===== src/rtl/wsfd_pkg.sv =====
// Shared types and constants for the WebSocket frame deframer.
`timescale 1ns / 1ps
package wsfd_pkg;

  localparam int unsigned LenW    = 64;
  localparam int unsigned MaxLenW = 63;

  localparam logic [MaxLenW-1:0] MaxLenReset = 63'd65536;

  localparam logic [2:0] KindData   = 3'd0;
  localparam logic [2:0] KindPing   = 3'd1;
  localparam logic [2:0] KindEmpty  = 3'd2;
  localparam logic [2:0] KindClose  = 3'd3;
  localparam logic [2:0] KindError  = 3'd4;

  localparam logic [3:0] OpCont  = 4'h0;
  localparam logic [3:0] OpText  = 4'h1;
  localparam logic [3:0] OpBin   = 4'h2;
  localparam logic [3:0] OpClose = 4'h8;
  localparam logic [3:0] OpPing  = 4'h9;
  localparam logic [3:0] OpPong  = 4'hA;

  localparam logic [6:0] Len7Ext16 = 7'd126;
  localparam logic [6:0] Len7Ext64 = 7'd127;

  localparam logic [3:0] ExtBytes16 = 4'd2;
  localparam logic [3:0] ExtBytes64 = 4'd8;
  localparam logic [3:0] KeyBytes   = 4'd4;

  typedef struct packed {
    logic [2:0] kind;
    logic [7:0] data_byte;
    logic [3:0] opcode;
    logic       frame_last;
    logic       message_last;
  } result_t;

  function automatic logic is_data_op(input logic [3:0] oc);
    return (oc == OpCont) || (oc == OpText) || (oc == OpBin);
  endfunction

endpackage


===== src/rtl/wsfd_parser.sv =====
// Header parser, length check and payload unmasking for one byte per transfer.
`timescale 1ns / 1ps
module wsfd_parser (
  input  logic                     clk_i,
  input  logic                     rst_ni,
  input  logic                     step_i,
  input  logic [7:0]               in_byte_i,
  input  logic                     cfg_we_i,
  input  logic [62:0]              cfg_wdata_i,
  output logic                     res_valid_o,
  output wsfd_pkg::result_t        res_o
);
  import wsfd_pkg::*;

  localparam logic [2:0] PhFirst   = 3'd0;
  localparam logic [2:0] PhSecond  = 3'd1;
  localparam logic [2:0] PhExtLen  = 3'd2;
  localparam logic [2:0] PhKey     = 3'd3;
  localparam logic [2:0] PhPayload = 3'd4;

  logic [2:0]         phase_q, phase_d;
  logic [3:0]         op_q, op_d;
  logic               fin_q, fin_d;
  logic               masked_q, masked_d;
  logic [31:0]        key_q, key_d;
  logic [3:0]         ext_q, ext_d;
  logic [LenW-1:0]    rem_q, rem_d;
  logic [1:0]         idx_q, idx_d;
  logic               down_q, down_d;
  logic [MaxLenW-1:0] max_len_q;

  logic [LenW-1:0]    len_now;
  logic               len_done;
  logic               mask_now;
  logic               too_long;
  logic [LenW-1:0]    rem_dec;
  logic [7:0]         key_byte;
  logic               flast;
  logic [3:0]         oc;
  result_t            res;
  logic               res_valid;

  always_comb begin
    len_now  = (phase_q == PhSecond) ? {57'd0, in_byte_i[6:0]} : {rem_q[55:0], in_byte_i};
    too_long = len_now > {1'b0, max_len_q};
    rem_dec  = (rem_q == '0) ? '0 : rem_q - 64'd1;
    flast    = (rem_dec == '0);
    oc       = in_byte_i[3:0];
    case (idx_q)
      2'd0:    key_byte = key_q[31:24];
      2'd1:    key_byte = key_q[23:16];
      2'd2:    key_byte = key_q[15:8];
      default: key_byte = key_q[7:0];
    endcase
  end

  always_comb begin
    phase_d   = phase_q;
    op_d      = op_q;
    fin_d     = fin_q;
    masked_d  = masked_q;
    key_d     = key_q;
    ext_d     = ext_q;
    rem_d     = rem_q;
    idx_d     = idx_q;
    down_d    = down_q;
    res_valid = 1'b0;
    res       = '0;
    len_done  = 1'b0;
    mask_now  = masked_q;

    if (!down_q) begin
      case (phase_q)
        PhSecond: begin
          masked_d = in_byte_i[7];
          mask_now = in_byte_i[7];
          rem_d    = '0;
          if (in_byte_i[6:0] == Len7Ext64) begin
            ext_d   = ExtBytes64;
            phase_d = PhExtLen;
          end else if (in_byte_i[6:0] == Len7Ext16) begin
            ext_d   = ExtBytes16;
            phase_d = PhExtLen;
          end else begin
            rem_d    = len_now;
            len_done = 1'b1;
          end
        end
        PhExtLen: begin
          rem_d = len_now;
          ext_d = (ext_q > 4'd0) ? ext_q - 4'd1 : ext_q;
          if (ext_q <= 4'd1) begin
            len_done = 1'b1;
          end
        end
        PhKey: begin
          key_d = {key_q[23:0], in_byte_i};
          ext_d = (ext_q > 4'd0) ? ext_q - 4'd1 : ext_q;
          if (ext_q <= 4'd1) begin
            idx_d = 2'd0;
            if (rem_q == '0) begin
              phase_d          = PhFirst;
              res_valid        = 1'b1;
              res.kind         = KindEmpty;
              res.opcode       = op_q;
              res.frame_last   = 1'b1;
              res.message_last = fin_q && is_data_op(op_q);
            end else begin
              phase_d = PhPayload;
            end
          end
        end
        PhPayload: begin
          idx_d            = idx_q + 2'd1;
          rem_d            = rem_dec;
          res_valid        = 1'b1;
          res.kind         = (op_q == OpPing) ? KindPing : KindData;
          res.data_byte    = masked_q ? (in_byte_i ^ key_byte) : in_byte_i;
          res.opcode       = op_q;
          res.frame_last   = flast;
          res.message_last = flast && fin_q && is_data_op(op_q);
          if (flast) begin
            phase_d = PhFirst;
          end
        end
        default: begin
          phase_d = PhFirst;
          if (oc == OpClose) begin
            op_d       = oc;
            fin_d      = in_byte_i[7];
            down_d     = 1'b1;
            res_valid  = 1'b1;
            res.kind   = KindClose;
            res.opcode = oc;
          end else if (!(is_data_op(oc) || oc == OpPing || oc == OpPong)) begin
            down_d     = 1'b1;
            res_valid  = 1'b1;
            res.kind   = KindError;
            res.opcode = oc;
          end else begin
            op_d    = oc;
            fin_d   = in_byte_i[7];
            phase_d = PhSecond;
          end
        end
      endcase

      if (len_done) begin
        if (too_long) begin
          down_d     = 1'b1;
          phase_d    = PhFirst;
          res_valid  = 1'b1;
          res.kind   = KindError;
          res.opcode = op_q;
        end else if (mask_now) begin
          phase_d = PhKey;
          ext_d   = KeyBytes;
          key_d   = '0;
        end else begin
          idx_d = 2'd0;
          if (len_now == '0) begin
            phase_d          = PhFirst;
            res_valid        = 1'b1;
            res.kind         = KindEmpty;
            res.opcode       = op_q;
            res.frame_last   = 1'b1;
            res.message_last = fin_q && is_data_op(op_q);
          end else begin
            phase_d = PhPayload;
          end
        end
      end
    end
  end

  always_ff @(posedge clk_i or negedge rst_ni) begin
    if (!rst_ni) begin
      phase_q  <= PhFirst;
      op_q     <= '0;
      fin_q    <= 1'b0;
      masked_q <= 1'b0;
      key_q    <= '0;
      ext_q    <= '0;
      rem_q    <= '0;
      idx_q    <= '0;
      down_q   <= 1'b0;
    end else if (step_i) begin
      phase_q  <= phase_d;
      op_q     <= op_d;
      fin_q    <= fin_d;
      masked_q <= masked_d;
      key_q    <= key_d;
      ext_q    <= ext_d;
      rem_q    <= rem_d;
      idx_q    <= idx_d;
      down_q   <= down_d;
    end
  end

  always_ff @(posedge clk_i or negedge rst_ni) begin
    if (!rst_ni) begin
      max_len_q <= MaxLenReset;
    end else if (cfg_we_i) begin
      max_len_q <= cfg_wdata_i;
    end
  end

  assign res_valid_o = res_valid;
  assign res_o       = res;

endmodule


===== src/rtl/websocket_frame_deframer.sv =====
// Top level of the WebSocket frame deframer: byte parser and result output stage.
`timescale 1ns / 1ps
// Accepts one received byte per transfer, a byte in every clock cycle while the
// skid register is empty. Each byte yields at most one result, held in the output
// register, or in the skid register if the output is stalled. A two-entry output
// stage (output register plus skid register) lets input keep flowing while one
// result waits; input stalls only when both entries are full. Payload bytes come
// out unmasked; empty frames, close and protocol errors come out as events. After
// a close or an error, bytes are still taken but produce nothing until reset.
// Write max_frame_len through cfg_we_i only while the block is idle.
module websocket_frame_deframer (
  input  logic        clk_i,
  input  logic        rst_ni,
  input  logic        in_valid_i,
  output logic        in_ready_o,
  input  logic [7:0]  in_byte_i,
  output logic        out_valid_o,
  input  logic        out_ready_i,
  output logic [2:0]  kind_o,
  output logic [7:0]  data_byte_o,
  output logic [3:0]  opcode_o,
  output logic        frame_last_o,
  output logic        message_last_o,
  input  logic        cfg_we_i,
  input  logic [62:0] cfg_wdata_i
);
  import wsfd_pkg::*;

  logic    step;
  logic    res_valid;
  result_t res;
  logic    pop;
  logic    push;

  logic    out_valid_q;
  result_t out_q;
  logic    skid_valid_q;
  result_t skid_q;

  assign in_ready_o = !skid_valid_q;
  assign step       = in_valid_i && in_ready_o;
  assign pop        = out_valid_q && out_ready_i;
  assign push       = step && res_valid;

  wsfd_parser u_parser (
    .clk_i       (clk_i),
    .rst_ni      (rst_ni),
    .step_i      (step),
    .in_byte_i   (in_byte_i),
    .cfg_we_i    (cfg_we_i),
    .cfg_wdata_i (cfg_wdata_i),
    .res_valid_o (res_valid),
    .res_o       (res)
  );

  always_ff @(posedge clk_i or negedge rst_ni) begin
    if (!rst_ni) begin
      out_valid_q  <= 1'b0;
      skid_valid_q <= 1'b0;
    end else if (skid_valid_q) begin
      if (pop) begin
        skid_valid_q <= 1'b0;
      end
    end else if (push) begin
      if (!out_valid_q || pop) begin
        out_valid_q <= 1'b1;
      end else begin
        skid_valid_q <= 1'b1;
      end
    end else if (pop) begin
      out_valid_q <= 1'b0;
    end
  end

  always_ff @(posedge clk_i) begin
    if (skid_valid_q) begin
      if (pop) begin
        out_q <= skid_q;
      end
    end else if (push) begin
      if (!out_valid_q || pop) begin
        out_q <= res;
      end else begin
        skid_q <= res;
      end
    end
  end

  assign out_valid_o    = out_valid_q;
  assign kind_o         = out_q.kind;
  assign data_byte_o    = out_q.data_byte;
  assign opcode_o       = out_q.opcode;
  assign frame_last_o   = out_q.frame_last;
  assign message_last_o = out_q.message_last;

endmodule


===== config.mk =====
export PLATFORM = sky130hd
export DESIGN_NAME = websocket_frame_deframer
export DESIGN_NICKNAME = d
export VERILOG_FILES = /design/src/rtl/wsfd_pkg.sv /design/src/rtl/wsfd_parser.sv /design/src/rtl/websocket_frame_deframer.sv
export SDC_FILE = /design/constraint.sdc
export NUM_CORES = 1
export LEC_CHECK = 0
export BUFFER_PORTS_ARGS = -buffer_cell sky130_fd_sc_hd__buf_4
export CORE_MARGIN = 2
export CORE_UTILIZATION = 53
export CTS_CLUSTER_DIAMETER = 120
export CTS_CLUSTER_SIZE = 8
export DETAILED_ROUTE_END_ITERATION = 12
export PLACE_DENSITY_LB_ADDON = 0.25
export SLEW_MARGIN = 20
export SYNTH_ARGS = -nofsm -noshare
export SYNTH_HDL_FRONTEND = slang
export SYNTH_SLANG_ARGS = --single-unit

===== constraint.sdc =====
create_clock -name clk_i -period 6.4 [get_ports clk_i]
set_input_delay 1.92 -clock clk_i [delete_from_list [all_inputs] [get_ports clk_i]]
set_output_delay 1.92 -clock clk_i [all_outputs]
set_load 0.05 [all_outputs]

Word-level counts from Yosys, hierarchy flattened
Cells that the tools add are included.

storage, ports and cells
  register bits after elaboration = 211
  input bits = 76
  output and inout port bits = 19
  word-level logic and storage cells = 185

operators by class
  add/subtract/negate cells = 3
  $lt $le $gt $ge = 3
  equality and inequality tests = 22
  mux-type cells = 94
  bitwise gates (word level) = 5
  reduce and logical (&&, ||, !) cells = 36

operators by type and width
  kind                   count
  $mux 64                4
  $logic_not 64->1       3
  $pmux 64 s3            1
  $mux 32                4
  $mux 17                5
  $gt 64x63->1           1
  $sub 64x1->64 const B  1
  $mux 3                 17
  $mux 4                 11
  $mux 1                 30
  $mux 6                 5
  $pmux 8 s3             1
  $eq 4x4->1 const B     4
  $mux 8                 2
  $eq 7x7->1 const B     2
  $mux 2                 6
  $pmux 3 s4             1
  $pmux 4 s3             1
  $reduce_and 3->1       4
  $pmux 3 s3             1
  $eq 4x1->1 const B     2
  $eq 4x2->1 const B     2
  $logic_not 4->1        2
  $pmux 2 s2             2
  other kinds (29)       51

Longest topological paths before layout
  depth in word-level cells = 16
  mapped depth = 17
  mapped depth without buffers = 14

Cells and area by module
From an unflattened synthesis, not the netlist that was laid out.

second synthesis, totals
  cells, all modules = 1555
  area, all modules = 13375.3 µm²

by module, submodules not included
  module                    instances  cells an instance  area each (µm²)  seq. area each (µm²)
  wsfd_parser               1          1488               12022.8          4380.5
  websocket_frame_deframer  1          67                 1352.5           1071.0

Worst setup path before layout
No wires, ideal clock.

  path type = in2reg
  from = in in_byte_i[0]
  to = reg skid_q[0] (netlist bit) (enable)
  setup time = 0.416 ns
  arrival = 4.860 ns
  data required time = 5.984 ns
  path slack = 1.124 ns
  stages on the path = 13
  buffers on the path = 1
  cell sequence = clkbuf_1 > inv_1 > ha_1 > nor2b_1 > o21a_1 > o21ai_0 > nand2b_1 > a211oi_1 > o21ai_0 > o21a_2 > and2_1 > o41ai_2 > nor3b_1

between the ends
  longest elaborated chain between the ends = 15
  elaborated cells on any way between the ends = 29
  classes of those cells = order compare: 1; eq/ne: 7; mux: 13; reduce/logical: 8

ends and longest elaborated chain
  what                                                   RTL line                        source
  start: declaration                                     websocket_frame_deframer.sv:16  input logic [7:0] in_byte_i,
  branches (longest 11 deep; another with $gt 64x63->1)  n/a
  $mux 1 *                                               wsfd_parser.sv:148              if (len_done) begin
  $mux 1 *                                               wsfd_parser.sv:72               if (!down_q) begin
  $logic_and 1x1->1 *                                    websocket_frame_deframer.sv:43  assign push = step && res_valid;
  $reduce_and 3->1 (no source line) *                    n/a
  end signal: assignment                                 websocket_frame_deframer.sv:84  skid_q <= res;
  end: declaration                                       websocket_frame_deframer.sv:38  result_t skid_q;

Mark *: on every way between the ends. The select of a mux whose other input is x is not followed.
A chain may end at the register's enable or synchronous reset.

Worst setup path after layout
  from = reg u_parser.phase_q[2]
  to = reg out_q (netlist bit message_last_o) (enable)

between the ends
  longest elaborated chain between the ends = 11
  elaborated cells on any way between the ends = 21
  classes of those cells = order compare: 1; eq/ne: 4; mux: 11; reduce/logical: 5

ends and longest elaborated chain
  what                                                  RTL line                        source
  start: declaration                                    wsfd_parser.sv:21               logic [2:0] phase_q, phase_d;
  start signal: assignment                              wsfd_parser.sv:178              phase_q <= PhFirst;
  start signal: assignment                              wsfd_parser.sv:188              phase_q <= phase_d;
  branches (longest 6 deep; another with $gt 64x63->1)  n/a
  $mux 1 *                                              wsfd_parser.sv:148
  $mux 1 *                                              wsfd_parser.sv:72
  $logic_and 1x1->1 *                                   websocket_frame_deframer.sv:43
  $reduce_bool 2->1 (no source line) *                  n/a
  $reduce_and 3->1 (no source line) *                   n/a
  end signal: assignment                                websocket_frame_deframer.sv:78  out_q <= skid_q;
  end signal: assignment                                websocket_frame_deframer.sv:82  out_q <= res;
  end: declaration                                      websocket_frame_deframer.sv:36  result_t out_q;

Marked as above.

==> metrics <==
TritonCTS Sinks=211; vias in the first global route=11.8k; gp weighted congestion=around 0.98; min-delay worst type=flip-flop to flip-flop; WHS=500 ps; Syn. warnings=0; min-delay src=u_parser.key_q[31]; most frequent cells after synthesis=188 x o21ai_0, 176 x dfrtp_1, 151 x nand2_1, 128 x nor2_1, 93 x inv_1; Cell Pwr Density=between 300 and 400 mW/mm^2; via/cell ratio=6.33; # fillers=2208; Root Driver=clkbuf_16; die area=0.0267 mm^2; leading area contributor after synthesis=dfrtp_1; IO buf count=94; Clk Latency, worst-skew pair=~550 ps; Inserted Clock Buffers=30; max_slew headroom=0.251; Critical R2R Launch=u_parser.phase_q[2]; layout cells sized above 1=0.119; setup violators final=0; status=finished, final reports clean; antenna cell count=0; core area=~0.025 mm^2; Least-Margin Pin Slew=between 1000 and 1500 ps; Tcrit/Tclk final=0.792; CTS Buffer Depth=3; max cap viols=0; Worst-path clk slew=approximately 50 ps; hold_buf cts=0; setup TNS=0 ps; synthesis-stage register bit count=between 200 and 250; final hold vios=0; Post-Place Cells=~1.9k; NumNets Final=1738; final non-filler cell total=slightly below 2k; total gr overflow=0; TritonCTS clock tree=yes; Setup crit start kind=flip-flop; fin crit period=a little over 5000 ps; Mapped Avg Cell Area=8.65 um^2; top post-synthesis cells by area=dfrtp_1 33%, edfxtp_1 7.6%, o21ai_0 7.0%; worst hold path depth=1; total chip power=0.00560 W; starting density of the core=0.537; RR Endpoint=message_last_o; vias post-DR=12.3k; Worst EP required=approximately 6700 ps; largest net degree at the start of global routing=~130; global-route wire length before repair=approximately 62000 um; die outline height=163 um; # IOs=95; Post-Synthesis Cells=between 1.5k and 2k; DP Wirelength=27100 um; Arr. time, crit path=approximately 5400 ps; Overall Global Routing Usage=0.291; most common cell in the synthesized netlist=o21ai_0; fraction of registers with async set/reset=0.839; hold endpoint=u_parser.key_q[31]; Slew Viols, Final=0; setup bufs post-CTS=0; Mapped Nets=1703; worst IR drop on VDD=about 0.33 mV; Post-Syn Area=around 0.013 mm^2; Area Overhead vs Synth=12.3%; clk_skew=18.4 ps; Yosys top cell area share=0.327; Leakage=roughly 6.6 nW; crit path max fanout=22; FMAX=around 200 MHz; Top FF cell, synth=dfrtp_1; Avg WL per Cell=around 20 um; DRC=0; DRT Wirelength=38900 um; Starting DRT DRC Count=approximately 1.5k; H-tree levels=1; TritonRoute pass-1 iters=6; Setup Crit Path Kind=flip-flop to flip-flop; Worst R2R Path Depth=14; post-synthesis sequential area ratio=0.405; worst reg2reg setup slack=1330 ps; post-cts resize count=0; std cell rows=58; CP endpoint kind=flip-flop; Die Width=about 160 um; Netlist cell types=82; initial antenna violation count=0; post-route ant nets=0; RSZ-0062 raised after global routing=no; Post-synth EDFFs=34
## state kept, by name (all words and copies together), names as in the netlist, 2 cells and up
name	flops
u_parser.phase_q	3
u_parser.op_q	4
skid_q	17
u_parser.max_len_q	63
data_byte_o	8
u_parser.ext_q	4
u_parser.key_q	32
u_parser.idx_q	2
kind_o	3
opcode_o	4
u_parser.rem_q	64
## metrics by stage
step | area, um^2 | util | setup WS, ps
finish | 15100 | 0.604 | 1330
CTS | 15100 | 0.603 | 1390
floorplan | 13500 | - | 1120
global route | 15100 | 0.604 | 1150
detailed placement | 14300 | 0.570 | 1420
global placement | 14300 | 0.570 | 1470
## area by class of cell
type	count	area, um^2	area share
clock buffer	49	843	0.0558
sequential	211	5450	0.361
tap	330	413	0.0273
timing repair buffer	109	837	0.0554
multi-input combinational	1145	7210	0.477
clock inverter	1	7.51	0.000497
inverter	94	353	0.0233
## placed cells by master, fill, tap and decap left out, types with 7 or more instances in the layout
master,synthesis,layout
o21ai_0,188,188
dfrtp_1,176,176
nand2_1,151,151
nor2_1,128,126
buf_4,1,107
inv_1,93,93
a21oi_1,85,85
ha_1,71,71
nor3_1,48,48
and2_1,42,41
nor4_1,34,34
a22o_1,34,34
edfxtp_1,34,34
nand4_1,32,32
a21o_1,31,31
clkbuf_16,0,31
nand3_1,29,28
a22oi_1,20,20
xor2_1,18,18
clkbuf_1,88,18
or4_1,15,15
or3_1,15,15
xnor2_1,15,15
a32oi_1,14,14
o22ai_1,13,13
o31ai_1,12,12
mux2_2,10,10
nor2b_1,9,9
a222oi_1,8,8
nor3_2,7,7
and3_1,7,7
a31oi_1,7,7
## critical path: stages (launching register included)
cell	delay (ps)
dfrtp_1	530
or3b_1	770
and2_1	320
ha_1	300
and4_1	200
nand4_1	200
nor4_4	330
and3_1	290
nand2_1	120
or4_1	480
o21a_2	210
and2_1	230
o41ai_2	470
a22oi_1	130
buf_4	230
## power breakdown
| part | internal, W | switching [W] |
|---|---|---|
| Clock | 0.000881 | 0.000585 |
| Sequential | 0.00154 | 0.000383 |
| Combinational | 0.000770 | 0.00144 |
## worst max path at each step
stage,start,slack (ps),end
after floorplan,in_byte_i[0],1120,skid_q[0]
after global placement,in_byte_i[5],1470,data_byte_o[6]
after detailed placement,u_parser.phase_q[2],1420,data_byte_o[7]
after CTS,u_parser.phase_q[2],1390,message_last_o
after global routing,u_parser.phase_q[2],1150,frame_last_o
final,u_parser.phase_q[2],1330,message_last_o
## metal layers
layer	wire length (um)	global-route usage
met1	16400	0.394
met2	17600	0.468
met5	0	0
met4	1610	0.115
met3	3190	0.0472
## cell families after synthesis
family,share of synthesized area
flops,0.405
fa+ha+maj,0.0660
compound gates,0.211
buf+inv,0.0608
mux,0.0108
xor+xnor,0.0215
simple gates,0.224
(Power assumes the default switching activity.)
